--- config.mk ---
export PLATFORM = sky130hd
export DESIGN_NAME = srtf_preemptive_scheduler
export DESIGN_NICKNAME = d
export VERILOG_FILES = /design/src/rtl/srtf_pkg.sv /design/src/rtl/srtf_ram.sv /design/src/rtl/srtf_ctrl.sv /design/src/rtl/srtf_dpath.sv /design/src/rtl/srtf_preemptive_scheduler.sv
export SDC_FILE = /design/constraint.sdc
export NUM_CORES = 1
export LEC_CHECK = 0
export BUFFER_PORTS_ARGS = -buffer_cell sky130_fd_sc_hd__buf_2
export CAP_MARGIN = 5
export CORE_UTILIZATION = 45
export DETAILED_ROUTE_END_ITERATION = 16
export HOLD_SLACK_MARGIN = 0.1
export PLACE_DENSITY = 0.6
export SLEW_MARGIN = 40
export SYNTH_ARGS = -nofsm -noshare
export SYNTH_HDL_FRONTEND = slang
export SYNTH_SLANG_ARGS = --single-unit
--- constraint.sdc ---
create_clock -name clk_i -period 4.5 [get_ports clk_i]
set_clock_uncertainty 0.05 [all_clocks]
set_input_delay 0.45 -clock clk_i [delete_from_list [all_inputs] [get_ports clk_i]]
set_output_delay 0.45 -clock clk_i [all_outputs]
set_load 0.02 [all_outputs]
--- src/rtl/srtf_pkg.sv ---
// shared types and constants of the srtf scheduler
// holds command codes, field widths and the controller/datapath link structs
// depends on nothing
package srtf_pkg;

  // field widths
  localparam int unsigned DATA_W    = 16;
  localparam int unsigned TIME_W    = 21;
  localparam int unsigned SUM_W     = 25;
  localparam int unsigned PIDX_W    = 4;
  localparam int unsigned CMD_W     = 2;

  // saturation limits
  localparam logic [TIME_W-1:0] TIME_MAX = {TIME_W{1'b1}};
  localparam logic [SUM_W-1:0]  SUM_MAX  = {SUM_W{1'b1}};

  // command codes
  typedef enum logic [CMD_W-1:0] {
    CMD_LOAD  = 2'd0,
    CMD_TICK  = 2'd1,
    CMD_CLEAR = 2'd2
  } cmd_e;

  // controller to datapath
  typedef struct packed {
    logic load;      // append a process
    logic clear;     // empty table, restart time and totals
    logic tick_init; // restart scan, drop last pick
    logic scan_rd;   // read the table entry under the scan pointer
    logic step;      // run the pick for one unit, advance time
    logic tat_en;    // capture turnaround
    logic wt_en;     // capture waiting, add turnaround total
    logic sum_en;    // add waiting total
    logic report;    // load result registers
  } dp_cmd_t;

  // datapath to controller
  typedef struct packed {
    logic scan_last; // scan pointer on the last loaded entry
    logic all_done;  // every loaded process completed
  } dp_sts_t;

endpackage

--- src/rtl/srtf_ram.sv ---
// generic single write, single read port ram with registered read data
// no reset on the storage, depends on nothing
module srtf_ram #(
  parameter int unsigned WIDTH = 16,
  parameter int unsigned DEPTH = 16
) (
  input  logic                     clk_i,
  input  logic                     we_i,
  input  logic [$clog2(DEPTH)-1:0] waddr_i,
  input  logic [WIDTH-1:0]         wdata_i,
  input  logic                     re_i,
  input  logic [$clog2(DEPTH)-1:0] raddr_i,
  output logic [WIDTH-1:0]         rdata_o
);

  logic [WIDTH-1:0] mem_q [DEPTH];

  // write port
  always_ff @(posedge clk_i) begin
    if (we_i) begin
      mem_q[waddr_i] <= wdata_i;
    end
  end

  // registered read port
  always_ff @(posedge clk_i) begin
    if (re_i) begin
      rdata_o <= mem_q[raddr_i];
    end
  end

endmodule

--- src/rtl/srtf_ctrl.sv ---
// control state machine of the srtf scheduler
// sequences load, clear and tick; uses srtf_pkg
module srtf_ctrl (
  input  logic              clk_i,
  input  logic              rst_ni,
  input  logic              start,
  input  logic [1:0]        command_i,
  input  srtf_pkg::dp_sts_t sts_i,
  output srtf_pkg::dp_cmd_t cmd_o,
  output logic              busy,
  output logic              result_valid_o
);
  import srtf_pkg::*;

  typedef enum logic [2:0] {
    ST_IDLE,
    ST_SCAN,
    ST_DRAIN,
    ST_STEP,
    ST_TURN,
    ST_WAIT,
    ST_ACCUM,
    ST_REPORT
  } state_e;

  state_e state_q, state_d;
  logic   accept;

  assign accept = start && (state_q == ST_IDLE);
  assign busy   = (state_q != ST_IDLE);

  // next state and datapath commands
  always_comb begin
    state_d = state_q;
    cmd_o   = '0;
    case (state_q)
      ST_IDLE: begin
        if (accept) begin
          case (command_i)
            CMD_LOAD:  cmd_o.load = 1'b1;
            CMD_CLEAR: cmd_o.clear = 1'b1;
            CMD_TICK: begin
              cmd_o.tick_init = 1'b1;
              state_d = sts_i.all_done ? ST_REPORT : ST_SCAN;
            end
            default: ;
          endcase
        end
      end
      ST_SCAN: begin
        cmd_o.scan_rd = 1'b1;
        if (sts_i.scan_last) begin
          state_d = ST_DRAIN;
        end
      end
      ST_DRAIN: state_d = ST_STEP;
      ST_STEP: begin
        cmd_o.step = 1'b1;
        state_d    = ST_TURN;
      end
      ST_TURN: begin
        cmd_o.tat_en = 1'b1;
        state_d      = ST_WAIT;
      end
      ST_WAIT: begin
        cmd_o.wt_en = 1'b1;
        state_d     = ST_ACCUM;
      end
      ST_ACCUM: begin
        cmd_o.sum_en = 1'b1;
        state_d      = ST_REPORT;
      end
      ST_REPORT: begin
        cmd_o.report = 1'b1;
        state_d      = ST_IDLE;
      end
      default: state_d = ST_IDLE;
    endcase
  end

  // state and result strobe
  always_ff @(posedge clk_i or negedge rst_ni) begin
    if (!rst_ni) begin
      state_q        <= ST_IDLE;
      result_valid_o <= 1'b0;
    end else begin
      state_q        <= state_d;
      result_valid_o <= (state_q == ST_REPORT);
    end
  end

endmodule

--- src/rtl/srtf_dpath.sv ---
// datapath of the srtf scheduler: process tables, scan compare, time and totals
// uses srtf_pkg and srtf_ram
module srtf_dpath #(
  parameter int unsigned MAX_PROCESSES = 16
) (
  input  logic                            clk_i,
  input  logic                            rst_ni,
  input  srtf_pkg::dp_cmd_t               cmd_i,
  output srtf_pkg::dp_sts_t               sts_o,
  input  logic [srtf_pkg::DATA_W-1:0]     arrival_time_i,
  input  logic [srtf_pkg::DATA_W-1:0]     burst_time_i,
  output logic                            ran_process_o,
  output logic [srtf_pkg::PIDX_W-1:0]     process_index_o,
  output logic                            finished_o,
  output logic [srtf_pkg::TIME_W-1:0]     finish_time_o,
  output logic [srtf_pkg::TIME_W-1:0]     turnaround_time_o,
  output logic [srtf_pkg::TIME_W-1:0]     waiting_time_o,
  output logic                            all_done_o,
  output logic [srtf_pkg::TIME_W-1:0]     current_time_o,
  output logic [srtf_pkg::SUM_W-1:0]      total_waiting_o,
  output logic [srtf_pkg::SUM_W-1:0]      total_turnaround_o
);
  import srtf_pkg::*;

  localparam int unsigned IDX_W = $clog2(MAX_PROCESSES);
  localparam int unsigned CNT_W = $clog2(MAX_PROCESSES + 1);
  localparam logic [CNT_W-1:0] CNT_FULL = CNT_W'(MAX_PROCESSES);

  // control state
  logic [CNT_W-1:0]  entry_cnt_q, done_cnt_q;
  logic [TIME_W-1:0] time_q;
  logic [SUM_W-1:0]  wsum_q, tsum_q;
  logic [IDX_W-1:0]  scan_idx_q;
  logic              cmp_vld_q, found_q, fin_q;

  // payload state
  logic [IDX_W-1:0]  best_idx_q;
  logic [DATA_W-1:0] best_rem_q, best_arr_q, best_bur_q;
  logic [TIME_W-1:0] tat_q, wt_q;

  // table ports
  logic                    load_ok;
  logic                    rem_we;
  logic [IDX_W-1:0]        rem_waddr;
  logic [DATA_W-1:0]       rem_wdata, rem_rd;
  logic [2*DATA_W-1:0]     ab_rd;
  logic [DATA_W-1:0]       arr_rd, bur_rd;

  assign load_ok   = cmd_i.load && (entry_cnt_q < CNT_FULL) && (burst_time_i != '0);
  assign rem_we    = load_ok || (cmd_i.step && found_q);
  assign rem_waddr = cmd_i.load ? entry_cnt_q[IDX_W-1:0] : best_idx_q;
  assign rem_wdata = cmd_i.load ? burst_time_i : best_rem_q - DATA_W'(1);
  assign arr_rd    = ab_rd[2*DATA_W-1:DATA_W];
  assign bur_rd    = ab_rd[DATA_W-1:0];

  // arrival and burst, written once per load
  srtf_ram #(.WIDTH(2 * DATA_W), .DEPTH(MAX_PROCESSES)) u_ab_ram (
    .clk_i   (clk_i),
    .we_i    (load_ok),
    .waddr_i (entry_cnt_q[IDX_W-1:0]),
    .wdata_i ({arrival_time_i, burst_time_i}),
    .re_i    (cmd_i.scan_rd),
    .raddr_i (scan_idx_q),
    .rdata_o (ab_rd)
  );

  // remaining time, written on load and on each run
  srtf_ram #(.WIDTH(DATA_W), .DEPTH(MAX_PROCESSES)) u_rem_ram (
    .clk_i   (clk_i),
    .we_i    (rem_we),
    .waddr_i (rem_waddr),
    .wdata_i (rem_wdata),
    .re_i    (cmd_i.scan_rd),
    .raddr_i (scan_idx_q),
    .rdata_o (rem_rd)
  );

  // status
  assign sts_o.scan_last = ({{(CNT_W - IDX_W){1'b0}}, scan_idx_q} == entry_cnt_q - CNT_W'(1));
  assign sts_o.all_done  = (done_cnt_q >= entry_cnt_q);

  // candidate test on the entry read last cycle
  logic cand_ok, cand_better;
  assign cand_ok     = ({{(TIME_W - DATA_W){1'b0}}, arr_rd} <= time_q) && (rem_rd != '0);
  assign cand_better = !found_q || (rem_rd < best_rem_q);

  // saturating time step and totals
  logic [TIME_W-1:0] time_inc;
  logic [TIME_W-1:0] tat_calc;
  logic [SUM_W:0]    tsum_add, wsum_add;
  assign time_inc = (time_q == TIME_MAX) ? time_q : time_q + TIME_W'(1);
  assign tat_calc = time_q - {{(TIME_W - DATA_W){1'b0}}, best_arr_q};
  assign tsum_add = {1'b0, tsum_q} + (SUM_W + 1)'(tat_q);
  assign wsum_add = {1'b0, wsum_q} + (SUM_W + 1)'(wt_q);

  // low four bits of the picked index
  logic [IDX_W+PIDX_W-1:0] idx_ext;
  assign idx_ext = {{PIDX_W{1'b0}}, best_idx_q};

  // control registers
  always_ff @(posedge clk_i or negedge rst_ni) begin
    if (!rst_ni) begin
      entry_cnt_q <= '0;
      done_cnt_q  <= '0;
      time_q      <= '0;
      wsum_q      <= '0;
      tsum_q      <= '0;
      scan_idx_q  <= '0;
      cmp_vld_q   <= 1'b0;
      found_q     <= 1'b0;
      fin_q       <= 1'b0;
    end else begin
      cmp_vld_q <= cmd_i.scan_rd;
      if (cmd_i.clear) begin
        entry_cnt_q <= '0;
        done_cnt_q  <= '0;
        time_q      <= '0;
        wsum_q      <= '0;
        tsum_q      <= '0;
      end
      if (load_ok) begin
        entry_cnt_q <= entry_cnt_q + CNT_W'(1);
      end
      if (cmd_i.tick_init) begin
        scan_idx_q <= '0;
        found_q    <= 1'b0;
        fin_q      <= 1'b0;
      end
      if (cmd_i.scan_rd) begin
        scan_idx_q <= scan_idx_q + IDX_W'(1);
      end
      if (cmp_vld_q && cand_ok) begin
        found_q <= 1'b1;
      end
      if (cmd_i.step) begin
        time_q <= time_inc;
        if (found_q && (best_rem_q == DATA_W'(1))) begin
          fin_q      <= 1'b1;
          done_cnt_q <= done_cnt_q + CNT_W'(1);
        end
      end
      if (cmd_i.wt_en && fin_q) begin
        tsum_q <= tsum_add[SUM_W] ? SUM_MAX : tsum_add[SUM_W-1:0];
      end
      if (cmd_i.sum_en && fin_q) begin
        wsum_q <= wsum_add[SUM_W] ? SUM_MAX : wsum_add[SUM_W-1:0];
      end
    end
  end

  // best candidate and per-process times
  always_ff @(posedge clk_i) begin
    if (cmp_vld_q && cand_ok && cand_better) begin
      best_idx_q <= scan_idx_q - IDX_W'(1);
      best_rem_q <= rem_rd;
      best_arr_q <= arr_rd;
      best_bur_q <= bur_rd;
    end
    if (cmd_i.tat_en) begin
      tat_q <= tat_calc;
    end
    if (cmd_i.wt_en) begin
      wt_q <= (tat_q > {{(TIME_W - DATA_W){1'b0}}, best_bur_q})
              ? tat_q - {{(TIME_W - DATA_W){1'b0}}, best_bur_q} : '0;
    end
  end

  // result registers
  always_ff @(posedge clk_i) begin
    if (cmd_i.report) begin
      ran_process_o      <= found_q;
      process_index_o    <= found_q ? idx_ext[PIDX_W-1:0] : '0;
      finished_o         <= fin_q;
      finish_time_o      <= fin_q ? time_q : '0;
      turnaround_time_o  <= fin_q ? tat_q : '0;
      waiting_time_o     <= fin_q ? wt_q : '0;
      all_done_o         <= (done_cnt_q >= entry_cnt_q);
      current_time_o     <= time_q;
      total_waiting_o    <= wsum_q;
      total_turnaround_o <= tsum_q;
    end
  end

endmodule

--- src/rtl/srtf_preemptive_scheduler.sv ---
// top level of the shortest-remaining-time-first scheduler
// joins srtf_ctrl and srtf_dpath; uses srtf_pkg
//
//  channel | signals                                  | transfer
//  --------+------------------------------------------+----------------------------
//  command | start, command_i, arrival_time_i,        | start high and busy low
//          | burst_time_i                             |
//  result  | result_valid_o and ten result fields     | each cycle result_valid_o
//
// load and clear give no result.
// a tick is not accepted again until it is through: the datapath reads one table
// entry per cycle through the memory read port, then works in turn on time,
// turnaround, waiting and totals before the report.
// a tick with nothing left to run goes straight to the report.
// reset returns to an empty table with time and totals at zero; no memory clearing.
// results show for one cycle; the receiver cannot stall them.
module srtf_preemptive_scheduler #(
  parameter int unsigned MAX_PROCESSES = 16
) (
  input  logic                            clk_i,
  input  logic                            rst_ni,
  input  logic                            start,
  output logic                            busy,
  input  logic [srtf_pkg::CMD_W-1:0]      command_i,
  input  logic [srtf_pkg::DATA_W-1:0]     arrival_time_i,
  input  logic [srtf_pkg::DATA_W-1:0]     burst_time_i,
  output logic                            result_valid_o,
  output logic                            ran_process_o,
  output logic [srtf_pkg::PIDX_W-1:0]     process_index_o,
  output logic                            finished_o,
  output logic [srtf_pkg::TIME_W-1:0]     finish_time_o,
  output logic [srtf_pkg::TIME_W-1:0]     turnaround_time_o,
  output logic [srtf_pkg::TIME_W-1:0]     waiting_time_o,
  output logic                            all_done_o,
  output logic [srtf_pkg::TIME_W-1:0]     current_time_o,
  output logic [srtf_pkg::SUM_W-1:0]      total_waiting_o,
  output logic [srtf_pkg::SUM_W-1:0]      total_turnaround_o
);
  import srtf_pkg::*;

  dp_cmd_t dp_cmd;
  dp_sts_t dp_sts;

  // sequencer
  srtf_ctrl u_ctrl (
    .clk_i          (clk_i),
    .rst_ni         (rst_ni),
    .start          (start),
    .command_i      (command_i),
    .sts_i          (dp_sts),
    .cmd_o          (dp_cmd),
    .busy           (busy),
    .result_valid_o (result_valid_o)
  );

  // tables and arithmetic
  srtf_dpath #(.MAX_PROCESSES(MAX_PROCESSES)) u_dpath (
    .clk_i              (clk_i),
    .rst_ni             (rst_ni),
    .cmd_i              (dp_cmd),
    .sts_o              (dp_sts),
    .arrival_time_i     (arrival_time_i),
    .burst_time_i       (burst_time_i),
    .ran_process_o      (ran_process_o),
    .process_index_o    (process_index_o),
    .finished_o         (finished_o),
    .finish_time_o      (finish_time_o),
    .turnaround_time_o  (turnaround_time_o),
    .waiting_time_o     (waiting_time_o),
    .all_done_o         (all_done_o),
    .current_time_o     (current_time_o),
    .total_waiting_o    (total_waiting_o),
    .total_turnaround_o (total_turnaround_o)
  );

endmodule

# Yosys cells after proc, flatten, opt, wreduce, memory -nomap -nowiden
# Memories as Yosys holds them, arrays and structs flattened. A register that Yosys moved wholly into a read port is not among the register bits.
# Cells that the tools add are included.
# W data, S select, Z words.
[totals] ff_bits=327 ramBits=768 out_inout_bits=143 wordCells=129 mem_count=2
[memory_table] memory="u_dpath.u_ab_ram.mem_q" depth=16 width=32 read_ports=1 rd_clocked_by_memory_dff=1 write_ports=1 line_no="srtf_ram.sv:16" rtl="logic [WIDTH-1:0] mem_q [DEPTH];"
[memory_table] memory="u_dpath.u_rem_ram.mem_q" depth=16 width=16 read_ports=1 rd_clocked_by_memory_dff=1 write_ports=1 line_no="srtf_ram.sv:16"
[op_classes] add_sub_neg=11 magnitude_cmp=5 n_eq_ne=16 n_mux=42 reduce_logical=26
[ops] operator="$mux W25" n=5
[ops] operator="$mux W21" n=3
[ops] operator="$add A25 B21 Y26" n=2
[ops] operator="$sub A21 B16 Y21" n=2
[ops] operator="$reduce_bool A16 Y1" n=2
[ops] operator="$mux W5" n=5
[ops] operator="$pmux W3 S8" n=1
[ops] operator="$add A21 B1 Y21 const B" n=1
[ops] operator="$eq A21 B21 Y1 const B" n=1
[ops] operator="$gt A21 B16 Y1" n=1
[ops] operator="$le A16 B21 Y1" n=1
[ops] operator="$mux W1" n=18
[ops] operator="$mux W3" n=6
[ops] operator="$eq A16 B1 Y1 const B" n=1
[ops] operator="$lt A16 B16 Y1" n=1
[ops] operator="$mux W16" n=1
[ops] operator="$sub A16 B1 Y16 const B" n=1
[ops] operator="$eq A3 B3 Y1 const B" n=4
[ops] operator="$mux W4" n=3
[ops] operator="$reduce_bool A2 Y1" n=6
[ops] operator="$add A5 B1 Y5 const B" n=2
[ops] operator="$logic_and A1 B1 Y1" n=10
[ops] operator="$eq A3 B2 Y1 const B" n=2
[ops] operator="$ne A2 B2 Y1 const B" n=3
[ops] operator="other kinds (17)" n=18

# Logic depth before layout (Yosys ltp)
# Gate-level depths: netlist of run 1.
[logic_depth] word_depth=9 ltp_mapped=11

# Hierarchy
# From an unflattened synthesis of run 1, not the netlist that was laid out.
[hier_totals] hier_cells=2843 area_unflattened_um2=47848.4
[by_module_without_submodules] module="srtf_ram at u_dpath.u_ab_ram" n_inst=1 cells_each=838 area_per_inst_um2=20155.6
[by_module_without_submodules] module="srtf_dpath" n_inst=1 cells_each=1539 area_per_inst_um2=17151.4
[by_module_without_submodules] module="srtf_ram at u_dpath.u_rem_ram" n_inst=1 cells_each=432 area_per_inst_um2=10203.5
[by_module_without_submodules] module="srtf_ctrl" n_inst=1 cells_each=34 area_per_inst_um2=337.8

# Worst setup path after synthesis of run 1
# OpenSTA, ideal clock, no wires.
[synth_timing] path_kind="flip-flop to flip-flop" from="register u_ctrl.state_q[0]" to="memory u_dpath.u_ab_ram.mem_q[3][0] (netlist bit) (enable)" setup_ns=0.461 arrival_time_ns=4.108 path_slack_ns=-0.119 stages_incl_launch_ff=9 path_buffers=0 path_cell_list="dfrtp_1 -> inv_1 -> ha_1 -> nand2b_1 -> nor2_1 -> nand3b_1 -> nor3_2 -> nand2_1 -> nor3_1"
[synth_between] elab_chain_cells=8
[synth_rtl] item="from (decl)" line_no="srtf_ctrl.sv:26" rtl="state_e state_q, state_d;"
[synth_rtl] item="from (signal assigned)" line_no="srtf_ctrl.sv:87" rtl="state_q <= state_d;"
[synth_rtl] item="$logic_not A3 Y1 *" line_no="srtf_ctrl.sv:29, srtf_ctrl.sv:36"
[synth_rtl] item="$logic_and A1 B1 Y1" line_no="srtf_ctrl.sv:29" rtl="assign accept = start && (state_q == ST_IDLE);"
[synth_rtl] item="$mux W3" line_no="srtf_ctrl.sv:38" rtl="if (accept) begin"
[synth_rtl] item="$mux W3 *" line_no="srtf_ctrl.sv:36" rtl="case (state_q)"
[synth_rtl] item="$logic_and A1 B1 Y1 * (2 in series)" line_no="srtf_dpath.sv:49" rtl="assign load_ok = cmd_i.load && (entry_cnt_q < CNT_FULL) && (burst_time_i != '0);"
[synth_rtl] item="$mux W1 *" line_no="srtf_ram.sv:20" rtl="if (we_i) begin"
[synth_rtl] item="$mux W1 (implied by the code) *" line_no="srtf_ram.sv:21" rtl="mem_q[waddr_i] <= wdata_i;"
[synth_rtl] item="to (decl)" line_no="srtf_ram.sv:16"
# Every way passes the cells marked *; elsewhere a longest branch is shown, timed or not.

# Worst setup path in the final report of run 1
[layout_timing] from="register u_dpath.time_q[10]" to="register u_dpath.best_bur_q[5] (enable)"
[layout_between] elab_chain_cells=4
[layout_rtl] item="from (decl)" line_no="srtf_dpath.sv:31" rtl="logic [TIME_W-1:0] time_q;"
[layout_rtl] item="from (signal assigned)" line_no="srtf_dpath.sv:136" rtl="time_q <= time_inc;"
[layout_rtl] item="$le A16 B21 Y1" line_no="srtf_dpath.sv:84" rtl="assign cand_ok = ({{(TIME_W - DATA_W){1'b0}}, arr_rd} <= time_q) && (rem_rd != '0);"
[layout_rtl] item="$logic_and A1 B1 Y1" line_no="srtf_dpath.sv:84"
[layout_rtl] item="$logic_and A1 B1 Y1 (2 in series)" line_no="srtf_dpath.sv:153" rtl="if (cmp_vld_q && cand_ok && cand_better) begin"
[layout_rtl] item="to (signal assigned)" line_no="srtf_dpath.sv:157" rtl="best_bur_q <= bur_rd;"
[layout_rtl] item="to (decl)" line_no="srtf_dpath.sv:38" rtl="logic [DATA_W-1:0] best_rem_q, best_arr_q, best_bur_q;"
# No other way between the ends.
# A chain may end at the register's enable or synchronous reset.

==> results of run 1 <==
[layout by cell type (no fill, tap or decap), types with 38 or more instances in the layout]
master and instances:
and2_1 75, a21o_1 38, dfrtp_1 87, nand2_1 74
clkbuf_16 116, xnor2_1 51, ha_1 125, a21oi_1 124
nor2_1 118, nand3_1 51, xor2_1 47, inv_1 102
o21ai_0 55, mux4_2 240, buf_2 178, buf_4 68
edfxtp_1 1051, a31oi_1 48
[worst max path at each step]
stage                       startpoint               endpoint  slack (ps)  cells past startpoint
floorplan            u_ctrl.state_q[0]     u_dpath.all_done_o          80                      2
CTS                 u_dpath.time_q[10]  u_dpath.best_bur_q[5]         630                      9
global placement    u_dpath.time_q[10]  u_dpath.best_arr_q[6]         840                      9
global route        u_dpath.time_q[10]  u_dpath.best_bur_q[5]         420                      9
detailed placement  u_dpath.time_q[10]  u_dpath.best_arr_q[7]         670                      9
finish              u_dpath.time_q[10]  u_dpath.best_bur_q[5]         770                      9
[power groups by stage]
stage / clock network [uW] / registers (uW) / logic [uW]
after floorplan: 0 / 15200 / 7940
after global placement: 0 / 15400 / 11300
after detailed placement: 0 / 15500 / 11600
after CTS: 9540 / 15200 / 11700
after global routing: 9950 / 15400 / 12600
final: 9320 / 15200 / 11600
[critical path: cells and delay by family (launching register included)]
kind	cells	cell delay, ps
compound gates	6	2210
fa+ha+maj	1	310
buf+inv	2	380
flops	1	410
[registers in the layout (all words and copies together) (netlist names), 25 cells and up]
signal and count:
u_dpath.u_ab_ram.mem_q 512, u_dpath.total_turnaround_o 25, u_dpath.total_waiting_o 25, u_dpath.tsum_q 25, u_dpath.u_rem_ram.mem_q 256, u_dpath.wsum_q 25
u_dpath.u_ab_ram.rdata_o 32
[timing repair]
action | CTS | global route
hold endpoints to repair | 420 | 0
setup endpoints to repair | 0 | 0
setup buffers | 0 | 0
hold buffers | 26 | 0
[cells by family (layout without fill, tap and decap cells)]
kind of cell             Yosys count  after routing  share of synthesized area (%)
multiplexers                     247            247                           11.5
adder cells (fa/ha/maj)          129            129                           3.47
flip-flops                      1143           1143                           71.4
other                              0              1                              0
XOR/XNOR                          98             98                           1.81
AND/OR/NAND/NOR                  476            476                           5.06
buffers and inverters            202            610                           1.64
AO/OA/AOI/OAI                    381            381                           5.09
[through the flow]
step	area, um2	util [%]
floorplan	47500	-
global placement	50700	48.8
detailed placement	50800	48.8
CTS	54700	52.7
global route	54800	52.7
finish	54800	52.7
[cell type report]
cell class / count / area share (%)
Tap cell: 1380 / 3.15
Inverter: 103 / 0.706
Clock buffer: 148 / 5.65
Antenna cell: 1 / 0.00457
Timing Repair Buffer: 292 / 3.75
Sequential cell: 1143 / 61.9
Multi-Input combinational cell: 1331 / 23.7
Clock inverter: 67 / 1.17
[routing by layer]
layer | track usage (%) | up-vias | share of wire [%]
met5 | 0 | - | 0.048
met4 | 6.00 | 10 | 2.3
met3 | 3.01 | 162 | 5.4
met2 | 35.0 | 741 | 49
met1 | 29.0 | 13200 | 43
li1 | - | 11300 | -
==> flow_summary.json, run 1 <==
{
  "run_status": "finished, final reports clean",
  "count_leader_synth": "edfxtp_1",
  "drtAntennaViolNets": 0,
  "highest_cell_delay_on_the_worst_timing_path_ps": 620,
  "die_area_um2": 107000,
  "area_of_the_multi_input_gates_um2": 13000,
  "timing.critical_path.required_ps": 4820,
  "rows": 118,
  "slew_headroom_pct": 44.5,
  "number_of_global_route_vias_before_repair": 25900,
  "syn_inst": 2676,
  "die_width_um": 327,
  "start_kind": "register",
  "r2r_start": "u_dpath.time_q[10]",
  "timing.critical_path.mode_cell": "a21o_1",
  "crit_slowest_cell": "o21a_2",
  "area_delta_synth_final_pct": 15.5,
  "fillers": 8239,
  "dp_cells": 4223,
  "cts_inserted_buffers": 115,
  "hold_path_startpoint": "burst_time_i[9]",
  "hold_viol": 0,
  "period_needed_ps": 3730,
  "timing.final.max_slew_violations": 0,
  "post-synth-top-area-fraction_pct": 66.5,
  "fp.dieH_um": 327,
  "num-nets-final": 3152,
  "wl_per_cell_um": 24.9,
  "synth_cell_count_leaders": "edfxtp_1, mux4_2, nor2_1, ha_1, a21oi_1",
  "htree_depth": 3,
  "clock_path_buffers": 3,
  "grt_setup_unrepaired": "no",
  "hold_depth": 1,
  "vias": 25300,
  "final_tns_setup_ps": 0,
  "setup_viol": 0,
  "maxClockFrequency_mhz": 268,
  "whs_ps": 163,
  "timing.final.crit_share_pct": 82.9,
  "crit_path_max_fanout": 32,
  "power_switching_share_pct": 33.1,
  "detailed_place_hpwl_um": 73000,
  "regToRegSetupSlack_ps": 770,
  "leakage_uw": 0.0188,
  "reg2regPathDepth": 9,
  "power.ir.vdd_worst_uv": 411,
  "share_seq_of_total_power_pct": 42.1,
  "drc_errors_left": 0,
  "dr.first_iter.drc_count": 2048,
  "crit_path_cell_trace": "inv_1 > ha_1 > a21o_1 > a21o_1 > a2111oi_0 > o211ai_1 > a31oi_1 > o21a_2 > buf_12",
  "postSynth.asyncResetShare_pct": 8.05,
  "flip_flop_and_latch_count_after_synthesis": 1143,
  "total_grt_overflow": 0,
  "antenna_found_initial": 11,
  "detailedRoute.firstPassIterationCount": 5,
  "worst_setup_hold_path_clk_slew_ps": 60,
  "grt_first_pass_wirelength_um": 167000,
  "netlist-cell-type-count": 70,
  "crit-reg2reg-capture": "u_dpath.best_bur_q[5]",
  "postCtsResizedCells": 0,
  "io_pins": 180,
  "clkPwrFrac_pct": 25.8,
  "synth.area.top_cells": "edfxtp_1, mux4_2, dfrtp_1",
  "layout.cells.non_filler": 4465,
  "dominantRegCellSynth": "edfxtp_1",
  "critPathKind": "reg2reg",
  "number_of_warnings_reported_in_the_yosys_synthesis_log": 0,
  "min-delay-path-class": "in2reg",
  "worst_setup_path_end_kind": "register",
  "worstPathArrival_ps": 4050,
  "globalplace.congestion": 0.878,
  "floorplan.initialDensity_pct": 45.6,
  "post_detailed_routing_wire_length_um": 111000,
  "netSwitchingPower_uw": 12000,
  "tritoncts_clock_tree": "done",
  "grt.total_usage_pct": 21.0,
  "routed_via_density": 5.67,
  "clock-root-buffer": "clkbuf_16",
  "placement.setup.worst_slack_ps": 671,
  "power_density_nw_per_um2": 660,
  "insertion_delay_ps": 710,
  "share_comb_of_total_power_pct": 32.1,
  "drive_above_1_share_pct": 23.4,
  "largest_net_degree_at_the_start_of_global_routing": 68,
  "count_of_flip_flops_with_a_built_in_enable_after_synthesis": 1051,
  "synth_area_leader_cell": "edfxtp_1",
  "ys_seq_area_share_pct": 71.4,
  "layout.area.seq_um2": 33900,
  "synth_area_per_cell_um2": 17.7,
  "synthesis.area_um2": 47400,
  "portBuffers": 179,
  "synth.net_count": 2842,
  "numClockSinks": 1143,
  "power_report.internal_total_uw": 24200,
  "end_point_of_the_worst_hold_path": "u_dpath.u_ab_ram.mem_q[8][9]",
  "core_um2": 104000,
  "max_cap_violations": 0,
  "layout_setup_ws_ps": 770,
  "p_total_uw": 36100,
  "tightestPinTransition_ps": 832
}
(Power assumes the default switching activity.)
==> run 2: changes to the inputs <==
==> constraint.sdc (replaced) <==
create_clock -name clk_i -period 3.4 [get_ports clk_i]
set_clock_uncertainty 0.05 [all_clocks]
set_input_delay 0.34 -clock clk_i [delete_from_list [all_inputs] [get_ports clk_i]]
set_output_delay 0.34 -clock clk_i [all_outputs]
set_load 0.02 [all_outputs]
==> run 2 against run 1 <==
Effect of this change: non-clock buffer count rose by 44; register-to-register slack got worse by 570 ps; wire length rose by 0.18%; hold slack got worse by 33 ps; first-iteration DRC count rose by 4.5%; sequential power rose by 32%; combinational power rose by 35%; sequential share of layout area fell by 0.87 points; final area rose by 1.4%; die area did not move.
==> flow_summary.json, run 2 (synthesis gave the netlist of run 1 again) <==
{
  "timing.final.crit_share_pct": 94.0,
  "worstPathArrival_ps": 3590,
  "placed_cell_area_um2": 51200,
  "drtAntennaViolNets": 0,
  "start_kind": "register",
  "final_util_pct": 53.4,
  "crit_path_cell_trace": "ha_1 > nor2b_1 > o31a_1 > o2111a_1 > o31ai_2 > a31oi_1 > a211o_1 > a21oi_1 > buf_4 > nor3_1",
  "final_common_cell": "edfxtp_1",
  "layout.cells.non_filler": 4513,
  "drive_above_1_share_pct": 24.1,
  "leakage_uw": 0.0192,
  "timing.final.max_slew_violations": 0,
  "core_um2": 104000,
  "number_of_global_route_vias_before_repair": 26000,
  "mostFrequentLayoutCells": "edfxtp_1, mux4_2, buf_2",
  "post_detailed_routing_wire_length_um": 111000,
  "grt_busiest_layer": "met2",
  "largest_net_degree_at_the_start_of_global_routing": 75,
  "maxClockFrequency_mhz": 313,
  "fraction_of_met3_tracks_used_by_global_routing_pct": 3.12,
  "antenna_found_initial": 13,
  "portBuffers": 179,
  "die_area_um2": 107000,
  "worst_setup_hold_path_clk_slew_ps": 60,
  "insertion_delay_ps": 740,
  "critPathKind": "reg2reg",
  "detailed_place_hpwl_um": 71900,
  "setup_viol": 0,
  "design_area_um2": 55500,
  "timing.critical_path.required_ps": 3800,
  "number_of_flip_flops_in_the_largest_register": 512,
  "rows": 118,
  "total_grt_overflow": 0,
  "floorplan.initialDensity_pct": 45.6,
  "tritoncts_clock_tree": "done",
  "routed_via_density": 5.67,
  "power.ir.vdd_worst_uv": 522,
  "vias": 25600,
  "period_needed_ps": 3200,
  "grt.total_usage_pct": 21.1,
  "htree_depth": 3,
  "clock_path_buffers": 3,
  "cts_inserted_buffers": 115,
  "run_status": "finished, final reports clean",
  "io_pins": 180,
  "globalRouteMet1Util_pct": 28.9,
  "num-nets-final": 3196,
  "drc_errors_left": 0,
  "globalplace.congestion": 0.883,
  "clock-root-buffer": "clkbuf_16",
  "critical_path.n_buffers_inverters": 1,
  "worst_setup_path_end_kind": "register",
  "die_width_um": 327,
  "numClockSinks": 1143,
  "grt_first_pass_wirelength_um": 168000,
  "regMostFlops": "u_dpath.u_ab_ram.mem_q",
  "slew_headroom_pct": 43.5,
  "wl_per_cell_um": 24.7,
  "crit_path_max_fanout": 16,
  "tightestPinTransition_ps": 847,
  "fp.dieH_um": 327,
  "biggestRegsByFlops": "u_dpath.u_ab_ram.mem_q x512, u_dpath.u_rem_ram.mem_q x256, u_dpath.u_ab_ram.rdata_o x32",
  "min-delay-path-class": "in2async",
  "power_density_nw_per_um2": 876,
  "fillers": 8241,
  "crit_slowest_cell": "edfxtp_1",
  "cpLargestDelayFamily": "compound AO/OA/AOI/OAI gates",
  "globalRouteMet2Util_pct": 35.4,
  "dp_cells": 4257,
  "detailedRoute.firstPassIterationCount": 6,
  "grt_setup_unrepaired": "no",
  "area_delta_synth_final_pct": 17.1,
  "max_cap_violations": 0,
  "highest_cell_delay_on_the_worst_timing_path_ps": 440,
  "hold_viol": 0,
  "p_total_uw": 48600,
  "dr.first_iter.drc_count": 2140
}
==> run 2: worst paths after layout <==
kind	slack, ps	endpoint	from	cells after the start
worst max-delay path	200	u_dpath.wt_q[15]	u_dpath.tat_q[1]	10
worst min-delay path	130	u_dpath.time_q[10]	rst_ni	2
worst max register to register	200	u_dpath.wt_q[15]	u_dpath.tat_q[1]	10
worst min register to register	360	u_dpath.best_bur_q[2]	u_dpath.u_ab_ram.rdata_o[2]	0
max in group asynchronous	2390	u_dpath.wsum_q[13]	rst_ni	3
min in group clk_i	230	u_dpath.fin_q	start	5
==> run 2: metal layers <==
layer	up-vias	part of all wire (%)	routed length, um
li1	11400	-	-
met1	13300	43	47900
met2	743	50	55700
met3	137	5.1	5700
met4	10	1.9	2090
met5	-	0.053	59
==> run 2: per-stage QoR <==
stage / setup TNS [ps] / setup WS, ps / hold WS (ps)
4_1_cts: 0 / 176 / 130
3_3_place_gp: 0 / 275 / 349
3_5_place_dp: 0 / 213 / 342
2_1_floorplan: -114390 / -365 / -5.59
5_1_grt: 0 / 2.58 / 173
6_report: 0 / 204 / 130
==> run 2: where the power goes <==
part | switching [uW] | total, uW | internal [uW]
registers | 1570 | 20000 | 18400
clock network | 5350 | 13000 | 7640
logic | 8870 | 15700 | 6790
==> run 2: what timing repair did <==
action | 4_1_cts | 5_1_grt
gates resized for setup | 0 | 1
endpoints found under the hold margin | 578 | 0
setup endpoints to repair | 0 | 53
setup buffers | 0 | 3
hold buffers | 33 | 0
==> run 2: worst register-to-register path, delay by kind of cell, from the launching register on <==
kind                     cells  cell delay [ps]
AO/OA/AOI/OAI                6             1630
flip-flops                   1              440
adder cells (fa/ha/maj)      1              330
buffers and inverters        1              250
AND/OR/NAND/NOR              2              230
==> run 2: final cells by class <==
cell class                      instances  area [um2]  share of cell area [%]
Sequential cell                      1143       33900                    61.0
Timing Repair Buffer                  336        2660                    4.79
Inverter                              103         387                   0.696
Multi-Input combinational cell       1331       12900                    23.3
Clock inverter                         71         866                    1.56
Antenna cell                            1        2.50                 0.00451
Clock buffer                          148        3080                    5.55
Tap cell                             1380        1730                    3.11
